**src/sv/spq_pkg.sv**
```systemverilog
`timescale 1ns / 1ps
// Shared types and constants for the stage pitch quantizer.
// No dependencies; used by the front, queue, back and top-level modules.
package spq_pkg;

    localparam int unsigned VOLT_W = 16;
    localparam int unsigned RUN_W  = 19;

    localparam logic [3:0]        LAST_SEMI   = 4'd11;
    // floor(x/12) = (x * RECIP_12) >> RECIP_SH, exact for x < 2^17
    localparam logic [16:0]       RECIP_12    = 17'd87382;
    localparam int unsigned       RECIP_SH    = 20;
    localparam logic [VOLT_W-1:0] VOLT_MAX    = 16'hFFFF;
    localparam logic [RUN_W-1:0]  CASCADE_MAX = 19'h7FFFF;

    localparam logic [31:0] GAIN_RST    = 32'd1079442;
    localparam logic [11:0] CPV_RST     = 12'd1000;
    localparam logic [6:0]  RANGE_RST   = 7'd60;
    localparam logic [11:0] MAX_DAC_RST = 12'd4095;

    typedef enum logic [2:0] {
        CFG_GAIN    = 3'd0,
        CFG_MASK_A  = 3'd1,
        CFG_MASK_B  = 3'd2,
        CFG_MASK_C  = 3'd3,
        CFG_CPV     = 3'd4,
        CFG_RANGE   = 3'd5,
        CFG_MAX_DAC = 3'd6
    } t_cfg_idx;

    typedef struct packed {
        logic [31:0] gain;
        logic [11:0] mask_a;
        logic [11:0] mask_b;
        logic [11:0] mask_c;
        logic [11:0] cpv;
        logic [6:0]  sem_range;
        logic [11:0] max_dac;
    } t_cfg;

    // One classified stage, as queued between front and back
    typedef struct packed {
        logic [11:0] slider;
        logic [11:0] scale;
        logic        active;
        logic        pass;
        logic [11:0] mask;
        logic        restart;
        logic        last;
        logic [2:0]  stage_num;
    } t_item;

    typedef enum logic [2:0] {
        BK_IDLE,
        BK_MUL,
        BK_SCALE,
        BK_SEARCH,
        BK_PICK,
        BK_OUT
    } t_back_state;

endpackage

```
**src/sv/spq_front.sv**
```systemverilog
`timescale 1ns / 1ps
// Front end: takes input beats, tracks the stage index and classifies each stage.
// Depends on spq_pkg.
module spq_front #(
    parameter int NUM_STAGES = 8
) (
    input  logic                 i_clk,
    input  logic                 i_rst_n,
    input  spq_pkg::t_cfg        i_cfg,
    input  logic                 i_valid,
    output logic                 o_ready,
    input  logic [23:0]          i_data,   // slider, scale_slider
    input  logic [3:0]           i_user,   // active_a, active_b, active_c, prev_jack_plugged
    input  logic                 i_full,
    output logic                 o_push,
    output spq_pkg::t_item       o_item
);

    localparam int CW = $clog2(NUM_STAGES);

    logic [CW-1:0] r_cnt;
    logic [CW-1:0] n_cnt;
    logic [CW+2:0] w_pad;
    logic          w_last;
    logic          w_act_a, w_act_b, w_act_c;

    assign o_ready = !i_full;
    assign o_push  = i_valid && !i_full;

    assign w_act_a = i_user[0];
    assign w_act_b = i_user[1];
    assign w_act_c = i_user[2];
    assign w_pad   = {3'b000, r_cnt};
    assign w_last  = (r_cnt == CW'(NUM_STAGES - 1));

    always_comb begin
        n_cnt = r_cnt;
        if (o_push) begin
            n_cnt = w_last ? '0 : r_cnt + 1'b1;
        end
    end

    always_ff @(posedge i_clk) begin
        if (!i_rst_n) begin
            r_cnt <= '0;
        end else begin
            r_cnt <= n_cnt;
        end
    end

    always_comb begin
        o_item.slider    = i_data[11:0];
        o_item.scale     = i_data[23:12];
        o_item.active    = w_act_a || w_act_b || w_act_c;
        o_item.mask      = (w_act_a ? i_cfg.mask_a : 12'd0)
                         | (w_act_b ? i_cfg.mask_b : 12'd0)
                         | (w_act_c ? i_cfg.mask_c : 12'd0);
        // an active channel with no notes enabled disables snapping
        o_item.pass      = (w_act_a && (i_cfg.mask_a == 12'd0))
                         || (w_act_b && (i_cfg.mask_b == 12'd0))
                         || (w_act_c && (i_cfg.mask_c == 12'd0));
        o_item.restart   = (r_cnt == '0) || i_user[3];
        o_item.last      = w_last;
        o_item.stage_num = w_pad[2:0];
    end

endmodule

```
**src/sv/spq_fifo.sv**
```systemverilog
`timescale 1ns / 1ps
// Two-entry queue of classified stages between front and back.
// Depends on spq_pkg.
module spq_fifo (
    input  logic           i_clk,
    input  logic           i_rst_n,
    input  logic           i_push,
    input  spq_pkg::t_item i_item,
    output logic           o_full,
    input  logic           i_pop,
    output logic           o_valid,
    output spq_pkg::t_item o_item
);

    spq_pkg::t_item r_mem [2];
    logic           r_wp, r_rp;
    logic [1:0]     r_cnt;
    logic           n_wp, n_rp;
    logic [1:0]     n_cnt;
    logic           w_pop;

    assign o_full  = (r_cnt == 2'd2);
    assign o_valid = (r_cnt != 2'd0);
    assign o_item  = r_mem[r_rp];
    assign w_pop   = i_pop && o_valid;

    always_comb begin
        n_wp  = i_push ? ~r_wp : r_wp;
        n_rp  = w_pop ? ~r_rp : r_rp;
        n_cnt = r_cnt + {1'b0, i_push} - {1'b0, w_pop};
    end

    always_ff @(posedge i_clk) begin
        if (!i_rst_n) begin
            r_wp  <= 1'b0;
            r_rp  <= 1'b0;
            r_cnt <= 2'd0;
        end else begin
            r_wp  <= n_wp;
            r_rp  <= n_rp;
            r_cnt <= n_cnt;
        end
    end

    always_ff @(posedge i_clk) begin
        if (i_push) begin
            r_mem[r_wp] <= i_item;
        end
    end

endmodule

```
**src/sv/spq_back.sv**
```systemverilog
`timescale 1ns / 1ps
// Back end: scales a stage, snaps an active, non-pass stage to the scale one semitone
// per cycle, updates the cascade and holds the result beat. Depends on spq_pkg.
module spq_back (
    input  logic           i_clk,
    input  logic           i_rst_n,
    input  spq_pkg::t_cfg  i_cfg,
    input  logic           i_valid,
    input  spq_pkg::t_item i_item,
    output logic           o_pop,
    output logic           o_valid,
    input  logic           i_ready,
    output logic [2:0]     o_stage,
    output logic [15:0]    o_quant,
    output logic [11:0]    o_casc,
    output logic           o_last
);

    spq_pkg::t_back_state r_state, n_state;

    spq_pkg::t_item r_item, n_item;
    logic [23:0]    r_p24, n_p24;
    logic [15:0]    r_v, n_v;
    logic [6:0]     r_s, n_s;
    logic [3:0]     r_n, n_n;
    logic [15:0]    r_base, n_base;
    logic [15:0]    r_acc, n_acc;
    logic [15:0]    r_lower, n_lower;
    logic [15:0]    r_upper, n_upper;
    logic           r_have_up, n_have_up;
    logic [18:0]    r_run, n_run;
    logic           r_ovalid, n_ovalid;
    logic [2:0]     r_o_stage, n_o_stage;
    logic [15:0]    r_o_quant, n_o_quant;
    logic [11:0]    r_o_casc, n_o_casc;
    logic           r_o_last, n_o_last;

    logic [55:0] w_prod;
    logic [15:0] w_vsat;
    logic [32:0] w_rprod;
    logic [11:0] w_off;
    logic [15:0] w_q;
    logic        w_bit;
    logic [15:0] w_lo_gap, w_up_gap;
    logic        w_out_free;
    logic [19:0] w_sum;
    logic [18:0] w_run_next;
    logic [11:0] w_casc;

    assign w_prod   = 56'(r_p24) * 56'(i_cfg.gain);
    assign w_vsat   = (|w_prod[55:48]) ? spq_pkg::VOLT_MAX : w_prod[47:32];
    // semitone offset floor(n*cpv/12) by reciprocal multiply
    assign w_rprod  = 33'(r_acc) * 33'(spq_pkg::RECIP_12);
    assign w_off    = w_rprod[31:spq_pkg::RECIP_SH];
    assign w_q      = r_base + 16'(w_off);
    assign w_bit    = r_item.mask[r_n];
    assign w_lo_gap = r_v - r_lower;
    assign w_up_gap = r_upper - r_v;

    assign w_out_free = !r_ovalid || i_ready;
    assign w_sum      = {1'b0, r_run} + 20'(r_v);
    assign w_run_next = r_item.restart ? 19'(r_v)
                      : (w_sum[19] ? spq_pkg::CASCADE_MAX : w_sum[18:0]);
    assign w_casc     = (w_run_next < 19'(i_cfg.max_dac)) ? w_run_next[11:0] : i_cfg.max_dac;

    always_comb begin
        n_state   = r_state;
        n_item    = r_item;
        n_p24     = r_p24;
        n_v       = r_v;
        n_s       = r_s;
        n_n       = r_n;
        n_base    = r_base;
        n_acc     = r_acc;
        n_lower   = r_lower;
        n_upper   = r_upper;
        n_have_up = r_have_up;
        n_run     = r_run;
        n_ovalid  = r_ovalid && !i_ready;
        n_o_stage = r_o_stage;
        n_o_quant = r_o_quant;
        n_o_casc  = r_o_casc;
        n_o_last  = r_o_last;
        o_pop     = 1'b0;

        unique case (r_state)
            spq_pkg::BK_IDLE: begin
                if (i_valid) begin
                    o_pop   = 1'b1;
                    n_item  = i_item;
                    n_state = spq_pkg::BK_MUL;
                end
            end
            spq_pkg::BK_MUL: begin
                n_p24   = 24'(r_item.slider) * 24'(r_item.scale);
                n_state = spq_pkg::BK_SCALE;
            end
            spq_pkg::BK_SCALE: begin
                n_s       = '0;
                n_n       = '0;
                n_base    = '0;
                n_acc     = '0;
                n_lower   = '0;
                n_upper   = '0;
                n_have_up = 1'b0;
                if (!r_item.active) begin
                    n_v     = '0;
                    n_state = spq_pkg::BK_OUT;
                end else begin
                    n_v     = w_vsat;
                    n_state = r_item.pass ? spq_pkg::BK_OUT : spq_pkg::BK_SEARCH;
                end
            end
            spq_pkg::BK_SEARCH: begin
                if (w_bit && (w_q > r_v)) begin
                    // first enabled note above the voltage ends the walk
                    n_upper   = w_q;
                    n_have_up = 1'b1;
                    n_state   = spq_pkg::BK_PICK;
                end else begin
                    if (w_bit) begin
                        n_lower = w_q;
                    end
                    if (r_s == i_cfg.sem_range) begin
                        n_state = spq_pkg::BK_PICK;
                    end else begin
                        n_s = r_s + 1'b1;
                        if (r_n == spq_pkg::LAST_SEMI) begin
                            n_n    = '0;
                            n_acc  = '0;
                            n_base = r_base + 16'(i_cfg.cpv);
                        end else begin
                            n_n   = r_n + 1'b1;
                            n_acc = r_acc + 16'(i_cfg.cpv);
                        end
                    end
                end
            end
            spq_pkg::BK_PICK: begin
                // ties resolve to the lower note
                n_v     = (r_have_up && (w_lo_gap > w_up_gap)) ? r_upper : r_lower;
                n_state = spq_pkg::BK_OUT;
            end
            spq_pkg::BK_OUT: begin
                if (w_out_free) begin
                    n_run     = w_run_next;
                    n_ovalid  = 1'b1;
                    n_o_stage = r_item.stage_num;
                    n_o_quant = r_v;
                    n_o_casc  = w_casc;
                    n_o_last  = r_item.last;
                    n_state   = spq_pkg::BK_IDLE;
                end
            end
            default: begin
                n_state = spq_pkg::BK_IDLE;
            end
        endcase
    end

    always_ff @(posedge i_clk) begin
        if (!i_rst_n) begin
            r_state  <= spq_pkg::BK_IDLE;
            r_run    <= '0;
            r_ovalid <= 1'b0;
        end else begin
            r_state  <= n_state;
            r_run    <= n_run;
            r_ovalid <= n_ovalid;
        end
    end

    always_ff @(posedge i_clk) begin
        r_item    <= n_item;
        r_p24     <= n_p24;
        r_v       <= n_v;
        r_s       <= n_s;
        r_n       <= n_n;
        r_base    <= n_base;
        r_acc     <= n_acc;
        r_lower   <= n_lower;
        r_upper   <= n_upper;
        r_have_up <= n_have_up;
        r_o_stage <= n_o_stage;
        r_o_quant <= n_o_quant;
        r_o_casc  <= n_o_casc;
        r_o_last  <= n_o_last;
    end

    assign o_valid = r_ovalid;
    assign o_stage = r_o_stage;
    assign o_quant = r_o_quant;
    assign o_casc  = r_o_casc;
    assign o_last  = r_o_last;

endmodule

```
**src/sv/stage_pitch_quantize_cascade_unit.sv**
```systemverilog
`timescale 1ns / 1ps
// An inactive or pass-through stage goes from the queue through the back end's
// idle, multiply, scale and output states; a snapped stage also walks the semitones
// up to sem_range, one step per cycle, before the pick and output states.
// The two-beat queue lets the front accept until it fills while the back end works.
// Synchronous active-low reset: registers to defaults, stage count and cascade to 0.
module stage_pitch_quantize_cascade_unit #(
    parameter int NUM_STAGES = 8
) (
    input  logic        i_clk,
    input  logic        i_rst_n,
    input  logic        i_cfg_we,
    input  logic [2:0]  i_cfg_addr,
    input  logic [31:0] i_cfg_wdata,
    input  logic        s_axis_tvalid,
    output logic        s_axis_tready,
    input  logic [23:0] s_axis_tdata,  // [11:0] slider, [23:12] scale_slider
    input  logic [3:0]  s_axis_tuser,  // [0] active_a, [1] active_b, [2] active_c,
                                       // [3] prev_jack_plugged
    output logic        m_axis_tvalid,
    input  logic        m_axis_tready,
    output logic [31:0] m_axis_tdata,  // [2:0] stage_number, [18:3] quantized_count,
                                       // [30:19] cascaded_count, [31] zero
    output logic        m_axis_tlast   // last_stage
);

    spq_pkg::t_cfg  r_cfg;
    spq_pkg::t_item w_front_item, w_queue_item;
    logic           w_push, w_full, w_q_valid, w_pop;
    logic [2:0]     w_stage;
    logic [15:0]    w_quant;
    logic [11:0]    w_casc;

    always_ff @(posedge i_clk) begin
        if (!i_rst_n) begin
            r_cfg.gain      <= spq_pkg::GAIN_RST;
            r_cfg.mask_a    <= '0;
            r_cfg.mask_b    <= '0;
            r_cfg.mask_c    <= '0;
            r_cfg.cpv       <= spq_pkg::CPV_RST;
            r_cfg.sem_range <= spq_pkg::RANGE_RST;
            r_cfg.max_dac   <= spq_pkg::MAX_DAC_RST;
        end else if (i_cfg_we) begin
            unique case (spq_pkg::t_cfg_idx'(i_cfg_addr))
                spq_pkg::CFG_GAIN:    r_cfg.gain      <= i_cfg_wdata;
                spq_pkg::CFG_MASK_A:  r_cfg.mask_a    <= i_cfg_wdata[11:0];
                spq_pkg::CFG_MASK_B:  r_cfg.mask_b    <= i_cfg_wdata[11:0];
                spq_pkg::CFG_MASK_C:  r_cfg.mask_c    <= i_cfg_wdata[11:0];
                spq_pkg::CFG_CPV:     r_cfg.cpv       <= i_cfg_wdata[11:0];
                spq_pkg::CFG_RANGE:   r_cfg.sem_range <= i_cfg_wdata[6:0];
                spq_pkg::CFG_MAX_DAC: r_cfg.max_dac   <= i_cfg_wdata[11:0];
                default: begin
                end
            endcase
        end
    end

    spq_front #(
        .NUM_STAGES (NUM_STAGES)
    ) u_front (
        .i_clk   (i_clk),
        .i_rst_n (i_rst_n),
        .i_cfg   (r_cfg),
        .i_valid (s_axis_tvalid),
        .o_ready (s_axis_tready),
        .i_data  (s_axis_tdata),
        .i_user  (s_axis_tuser),
        .i_full  (w_full),
        .o_push  (w_push),
        .o_item  (w_front_item)
    );

    spq_fifo u_fifo (
        .i_clk   (i_clk),
        .i_rst_n (i_rst_n),
        .i_push  (w_push),
        .i_item  (w_front_item),
        .o_full  (w_full),
        .i_pop   (w_pop),
        .o_valid (w_q_valid),
        .o_item  (w_queue_item)
    );

    spq_back u_back (
        .i_clk   (i_clk),
        .i_rst_n (i_rst_n),
        .i_cfg   (r_cfg),
        .i_valid (w_q_valid),
        .i_item  (w_queue_item),
        .o_pop   (w_pop),
        .o_valid (m_axis_tvalid),
        .i_ready (m_axis_tready),
        .o_stage (w_stage),
        .o_quant (w_quant),
        .o_casc  (w_casc),
        .o_last  (m_axis_tlast)
    );

    assign m_axis_tdata = {1'b0, w_casc, w_quant, w_stage};

endmodule

```
**config.mk**
```make
export PLATFORM = sky130hd
export DESIGN_NAME = stage_pitch_quantize_cascade_unit
export DESIGN_NICKNAME = d
export VERILOG_FILES = /design/src/sv/spq_pkg.sv /design/src/sv/spq_front.sv /design/src/sv/spq_fifo.sv /design/src/sv/spq_back.sv /design/src/sv/stage_pitch_quantize_cascade_unit.sv
export SDC_FILE = /design/constraint.sdc
export NUM_CORES = 2
export LEC_CHECK = 0
export BUFFER_PORTS_ARGS = -buffer_cell sky130_fd_sc_hd__buf_2
export CAP_MARGIN = 10
export CORE_MARGIN = 4
export CORE_UTILIZATION = 35
export DETAILED_ROUTE_END_ITERATION = 10
export MAX_ROUTING_LAYER = met4
export PLACE_DENSITY_LB_ADDON = 0.12
export SYNTH_ARGS = -nofsm -noshare
export SYNTH_HDL_FRONTEND = slang
export SYNTH_SLANG_ARGS = --single-unit
```
**constraint.sdc**
```tcl
create_clock -name i_clk -period 17.4 [get_ports i_clk]
set_input_delay 3.48 -clock i_clk [delete_from_list [all_inputs] [get_ports i_clk]]
set_output_delay 3.48 -clock i_clk [all_outputs]
set_load 0.01 [all_outputs]
```
# Yosys cells after proc, flatten, opt, wreduce, memory -nomap -nowiden
# Memory sizes are Yosys's and may differ from the RTL's. A register that Yosys moved wholly into a read port is not among the register bits.
# Cells that the tools add are included.
totals:
  register_bits: 277
  ramBits: 86
  in_bits: 68
  output_inout_bits: 35
  elab_cells: 162
  mem_count: 1
memory_table:
  columns: ["name", "words", "word_bits", "rd", "rd_ports_with_merged_regs", "wr", "line_no", "source"]
  rows:
  - ["u_fifo.r_mem", 2, 43, 1, 1, 1, "spq_fifo.sv:15", "spq_pkg::t_item r_mem [2];"]
op_classes:
  n_addsub: 11
  mul: 3
  magnitude_cmp: 4
  n_eq_ne: 23
  muxes: 48
  bitwise_logic: 4
  reduce_logical: 41
op_table:
  columns: ["operator", "count"]
  rows:
  - ["16-bit two-way mux", 12]
  - ["16-bit one-hot mux with 2 select lines", 5]
  - ["24-bit by 32-bit multiplier with 56-bit output", 1]
  - ["16-bit by 12-bit adder with 16-bit output", 3]
  - ["12-bit two-way mux", 4]
  - ["19-bit two-way mux", 2]
  - ["12-bit zero test", 3]
  - ["16-bit > comparator", 2]
  - ["16-bit subtractor", 2]
  - ["16-bit by 16-bit multiplier with 31-bit output, second input constant", 1]
  - ["12-bit by 12-bit multiplier with 24-bit output", 1]
  - ["12-bit bitwise OR", 2]
  - ["3-bit two-way mux", 7]
  - ["19-bit by 16-bit adder with 20-bit output", 1]
  - ["2-bit AND reduction", 10]
  - ["19-bit by 12-bit < comparator with 1-bit output", 1]
  - ["3-bit equality test, second input constant", 6]
  - ["3-bit one-hot mux with 6 select lines", 1]
  - ["7-bit two-way mux", 2]
  - ["7-bit one-hot mux with 2 select lines", 1]
  - ["3-bit by 2-bit equality test with 1-bit output, second input constant", 4]
  - ["4-bit two-way mux", 3]
  - ["3-bit zero test", 3]
  - ["3-bit AND reduction", 3]
  - ["24 further kinds", 54]

# Logic depth before layout (Yosys ltp)
logic_depth:
  depth_word: 6
  ltp_mapped: 41
  ltp_nobuf: 41

# Hierarchy
# Synthesis repeated with hierarchy kept, for this count alone.
hier_totals:
  cells_unflattened: 5544
  area_unflattened_um2: 53690.2
by_module_without_submodules:
  columns: ["mod", "instances", "cells_each", "area_each_um2", "seq_area_each_um2"]
  rows:
  - ["spq_back", 1, 4920, 45607.5, 6195.9]
  - ["stage_pitch_quantize_cascade_unit", 1, 378, 3863.7, 1981.9]
  - ["spq_fifo", 1, 157, 3552.2, 2682.6]
  - ["spq_front", 1, 89, 666.9, 60.1]

# Worst setup path after synthesis
# Ideal clock, no wire load.
synth_path:
  path_type: "register -> register"
  startpoint: "register u_back.r_acc[9]"
  endpoint: "register u_back.r_base[0], enable pin"
  setup_ns: 0.409
  arrival_time_ns: 8.751
  setup_slack_ns: 8.240
  path_stages_with_launch: 38
  path_buffers: 0
  synth_period_minus_slack_ns: 9.160
  path_cell_list: "edfxtp_1 > ha_1 > ha_1 > fa_1 > inv_1 > fa_1 > inv_1 > fa_1 > inv_1 > fa_1 > inv_1 > ha_1 > nand4_1 > o22ai_1 > a211oi_1 > o31ai_1 > o21a_1 > nor2_1 > [... 2 more ...] > fa_1 > nand3b_1 > a21boi_0 > o21ai_0 > a21boi_0 > o21ai_0 > a21oi_1 > o21ai_0 > a211oi_1 > xor2_1 > ha_1 > a21o_1 > a21oi_1 > o21ai_0 > o21ai_0 > a31oi_1 > a21o_1 > nor3_1"
synth_via:
  elab_chain_len: 6
synth_lines:
  columns: ["item", "line_no", "source"]
  rows:
  - ["start, declared", "spq_back.sv:27", "logic [15:0] r_acc, n_acc;"]
  - ["start signal, assigned", "spq_back.sv:180", "r_acc <= n_acc;"]
  - ["16-bit by 16-bit multiplier with 31-bit output", "spq_back.sv:53", "assign w_rprod = 33'(r_acc) * 33'(spq_pkg::RECIP_12);"]
  - ["16-bit by 12-bit adder with 16-bit output", "spq_back.sv:55", "assign w_q = r_base + 16'(w_off);"]
  - ["16-bit > comparator", "spq_back.sv:115", "if (w_bit && (w_q > r_v)) begin"]
  - ["1-bit logical AND", "spq_back.sv:115", null]
  - ["2-bit inequality test (no line)", null, null]
  - ["4-bit AND reduction (no line)", null, null]
  - ["end signal, assigned", "spq_back.sv:179", "r_base <= n_base;"]
  - ["end, declared", "spq_back.sv:26", "logic [15:0] r_base, n_base;"]
# No other way between the ends.
# A chain may end at the register's enable or synchronous reset.

# Final worst setup path
layout_path:
  startpoint: "register u_back.r_acc[1]"
  endpoint: "register u_back.r_lower[11], enable pin"
layout_via:
  elab_chain_len: 6
layout_lines:
  columns: ["item", "line_no", "source"]
  rows:
  - ["16-bit by 16-bit multiplier with 31-bit output", "spq_back.sv:53", null]
  - ["16-bit by 12-bit adder with 16-bit output", "spq_back.sv:55", null]
  - ["16-bit > comparator", "spq_back.sv:115", null]
  - ["1-bit logical AND", "spq_back.sv:115", null]
  - ["2-bit inequality test (no line)", null, null]
  - ["3-bit AND reduction (no line)", null, null]
  - ["end signal, assigned", "spq_back.sv:181", "r_lower <= n_lower;"]
  - ["end, declared", "spq_back.sv:28", "logic [15:0] r_lower, n_lower;"]
# No other way between the ends.

==> impl_metrics.yaml <==
sta:
  clock_skew_ns: 0.07482
  setup_violations: 0
  slew_viol_final: 0
  worst_slew_pin_slew_ns: 1.190
  slew_headroom_pct: 20.12
  period_needed_ns: 10.24
  rsz0062_at_grt: "no"
  hold_viol: 0
  fin_crit_sh_pct: 58.84
  finalSetupTns_ns: 0
  clock.fmax_mhz: 97.68
drt:
  maxUsedRoutingLayer: "met4"
  routed_wl_mm: 153.7
  vias: 37501
  drc: 0
  first_iter_violations: 2198
  wl_per_cell_um: 20.16
  viasPerCell: 4.919
  dr.pass1.iters: 5
  met2_length_mm: 69.84
  wl_met3_mm: 7.980
  met1_length_mm: 72.67
  ant_nets: 0
run_status:
  status: "completed"
synth:
  synth_seq_cells: 406
  yosysUniqueCellTypes: 82
  ys_seq_area_share_pct: 20.59
  yosysWarnings: 0
  synthesis.area_sq_um: 52950
  synth_area_leaders: "fa_1, edfxtp_1, ha_1"
  yosysTopAreaCellShare_pct: 31.72
  synthArstFlopShare_pct: 0
  synth_top_area_cell: "fa_1"
  synth_edf_count: 277
  syn_nets: 6986
  synthCells: 5578
  synth_top_flop_cell: "edfxtp_1"
  avgSynthCellArea_sq_um: 9.493
layout:
  fin_util_pct: 38.32
  drive_above_1_share_pct: 6.375
  mostFrequentLayoutCell: "inv_1"
  mostFrequentLayoutCells: "inv_1, nand2_1, fa_1, ha_1, and2_1"
  finalNetCount: 6966
  finalInstanceArea_sq_um: 57540
  area_growth_pct: 8.660
  instances_no_fill: 7624
floorplanning:
  die_area_sq_um: 157600
  die_w_um: 397.0
  initial_core_util_pct: 35.27
  die_y_um: 397.0
  core_sq_um: 150100
  rows: 142
  pin_count: 103
placed_design:
  port_buffers: 101
  routabilityCongestion: 0.8809
  post-dp-hpwl_mm: 116.4
  post_dp_cell_area_sq_um: 55620
  dp.cells: 7520
clock_tree:
  cts_tree: "built"
  numClockSinks: 406
  ctsHoldBuffers: 0
  cts-buffers-inserted: 51
  cts_setup_buffers: 0
  cts_resized: 0
  root_buffer: "clkbuf_16"
  clockBufferDepth: 3
  insertion_delay_ns: 0.69
  ctsHtreeMaxLevel: 2
  clk_pin_slew_ns: 0.06
setup_path:
  start_kind: "register"
  slowest_delay_ns: 0.82
  worst_ep_arrival_time_ns: 10.47
  worstSetupPathType: "register to register"
  path_delay_family: "compound AO/OA/AOI/OAI gates"
  path_max_fanout: 16
  required_ns: 17.63
  crit_path_end_kind: "register"
  critPathBufInv: 3
  rrSetupSlack_ns: 7.16
  slowest_stage: "o31ai_1"
worst_hold_path:
  hp-class: "register to register"
grt:
  grt_util_all_layers_pct: 20.44
  grt_pass1_vias: 40270
  grt_max_degree: 68
  grt_pass1_wl_mm: 242.7
  grt-ovfl-total: 0
  antenna_found_initial: 12
job:
  drv_cap: 0
cell families (layout without fill, tap and decap cells):
logic type      Yosys count  after routing  synth area share (%)
flops                   406            406                 20.59
buf+inv                1288           1310                 9.168
fa+ha+maj              1340           1340                 43.56
simple gates           1715           1715                 14.96
other cells               1              9              0.007082
compound gates          629            629                 8.077
xor+xnor                138            138                 2.283
mux                      61             61                 1.354
worst reg2reg max path, delay by kind of cell (launching register included):
| kind | cells | cell delay, ns |
|---|---|---|
| xor gates and xnor gates | 2 | 0.51 |
| AOI/OAI and AO/OA | 20 | 4.74 |
| DFF | 1 | 0.56 |
| and+or+nand+nor | 3 | 0.32 |
| buffers and inverters | 3 | 0.15 |
| adders and majority gates | 9 | 3.52 |
final timing paths:
path              cells after the start            endpoint             start
setup / recovery                     37  u_back.r_lower[11]   u_back.r_acc[1]
setup reg to reg                     37  u_back.r_lower[11]   u_back.r_acc[1]
hold / removal                        0   u_back.o_stage[1]  u_back.r_item[1]
hold reg to reg                       0   u_back.o_stage[1]  u_back.r_item[1]
cell usage after synthesis, drive strengths merged (23+ instances only):
cell type / instances
nor2: 145
and2: 334
o21a: 25
a31oi: 23
clkbuf: 230
o21ai: 102
ha: 501
o211ai: 30
a21o: 62
fa: 839
inv: 1044
o21bai: 26
a21boi: 111
nand4: 34
edfxtp: 277
nor3: 71
a21oi: 152
nand2: 935
nand3: 68
mux2: 55
dfxtp: 129
xor2: 46
xnor2: 92
final cells by class:
| cell class | count | area (sq um) |
|---|---|---|
| fillers | 15216 | 92600 |
| multi-input cells | 3884 | 37250 |
| flip-flops and latches | 406 | 10910 |
| inverters | 1045 | 3923 |
| well taps | 2016 | 2522 |
| clock buffers | 65 | 1411 |
| repair buffers | 170 | 1030 |
| clock inverters | 30 | 469.2 |
| diodes | 8 | 20.02 |
routing by layer:
layer	GRT usage (%)	up-vias
met4	3.981	0
met5	-	-
met3	2.534	158
met2	32.16	802
li1	-	17577
met1	28.60	18964
sequential cells by signal, indices dropped and copies added, names as in the netlist, 3 cells and up:
name / count
u_back.r_run: 19
u_back.r_v: 16
u_fifo.r_mem: 86
u_front.r_cnt: 3
r_cfg: 99
u_back.o_stage: 3
u_back.r_s: 7
u_back.r_acc: 16
u_back.o_quant: 16
u_back.r_p24: 24
u_back.r_upper: 16
u_back.r_base: 16
u_back.r_state: 3
u_back.r_lower: 16
u_back.r_item: 43
u_back.o_casc: 12
u_back.r_n: 4
through the flow:
step | hold WS, ns | setup slack, ns
6_report | 0.4162 | 7.162
3_5_place_dp | 0.4200 | 6.928
5_1_grt | 0.4160 | 6.466
2_1_floorplan | 0.4003 | 8.240
3_3_place_gp | 0.4042 | 7.062
4_1_cts | 0.4157 | 6.818
Power is not shown: default switching activity piles up to over one toggle a cycle in this logic, so the estimate is an artifact.
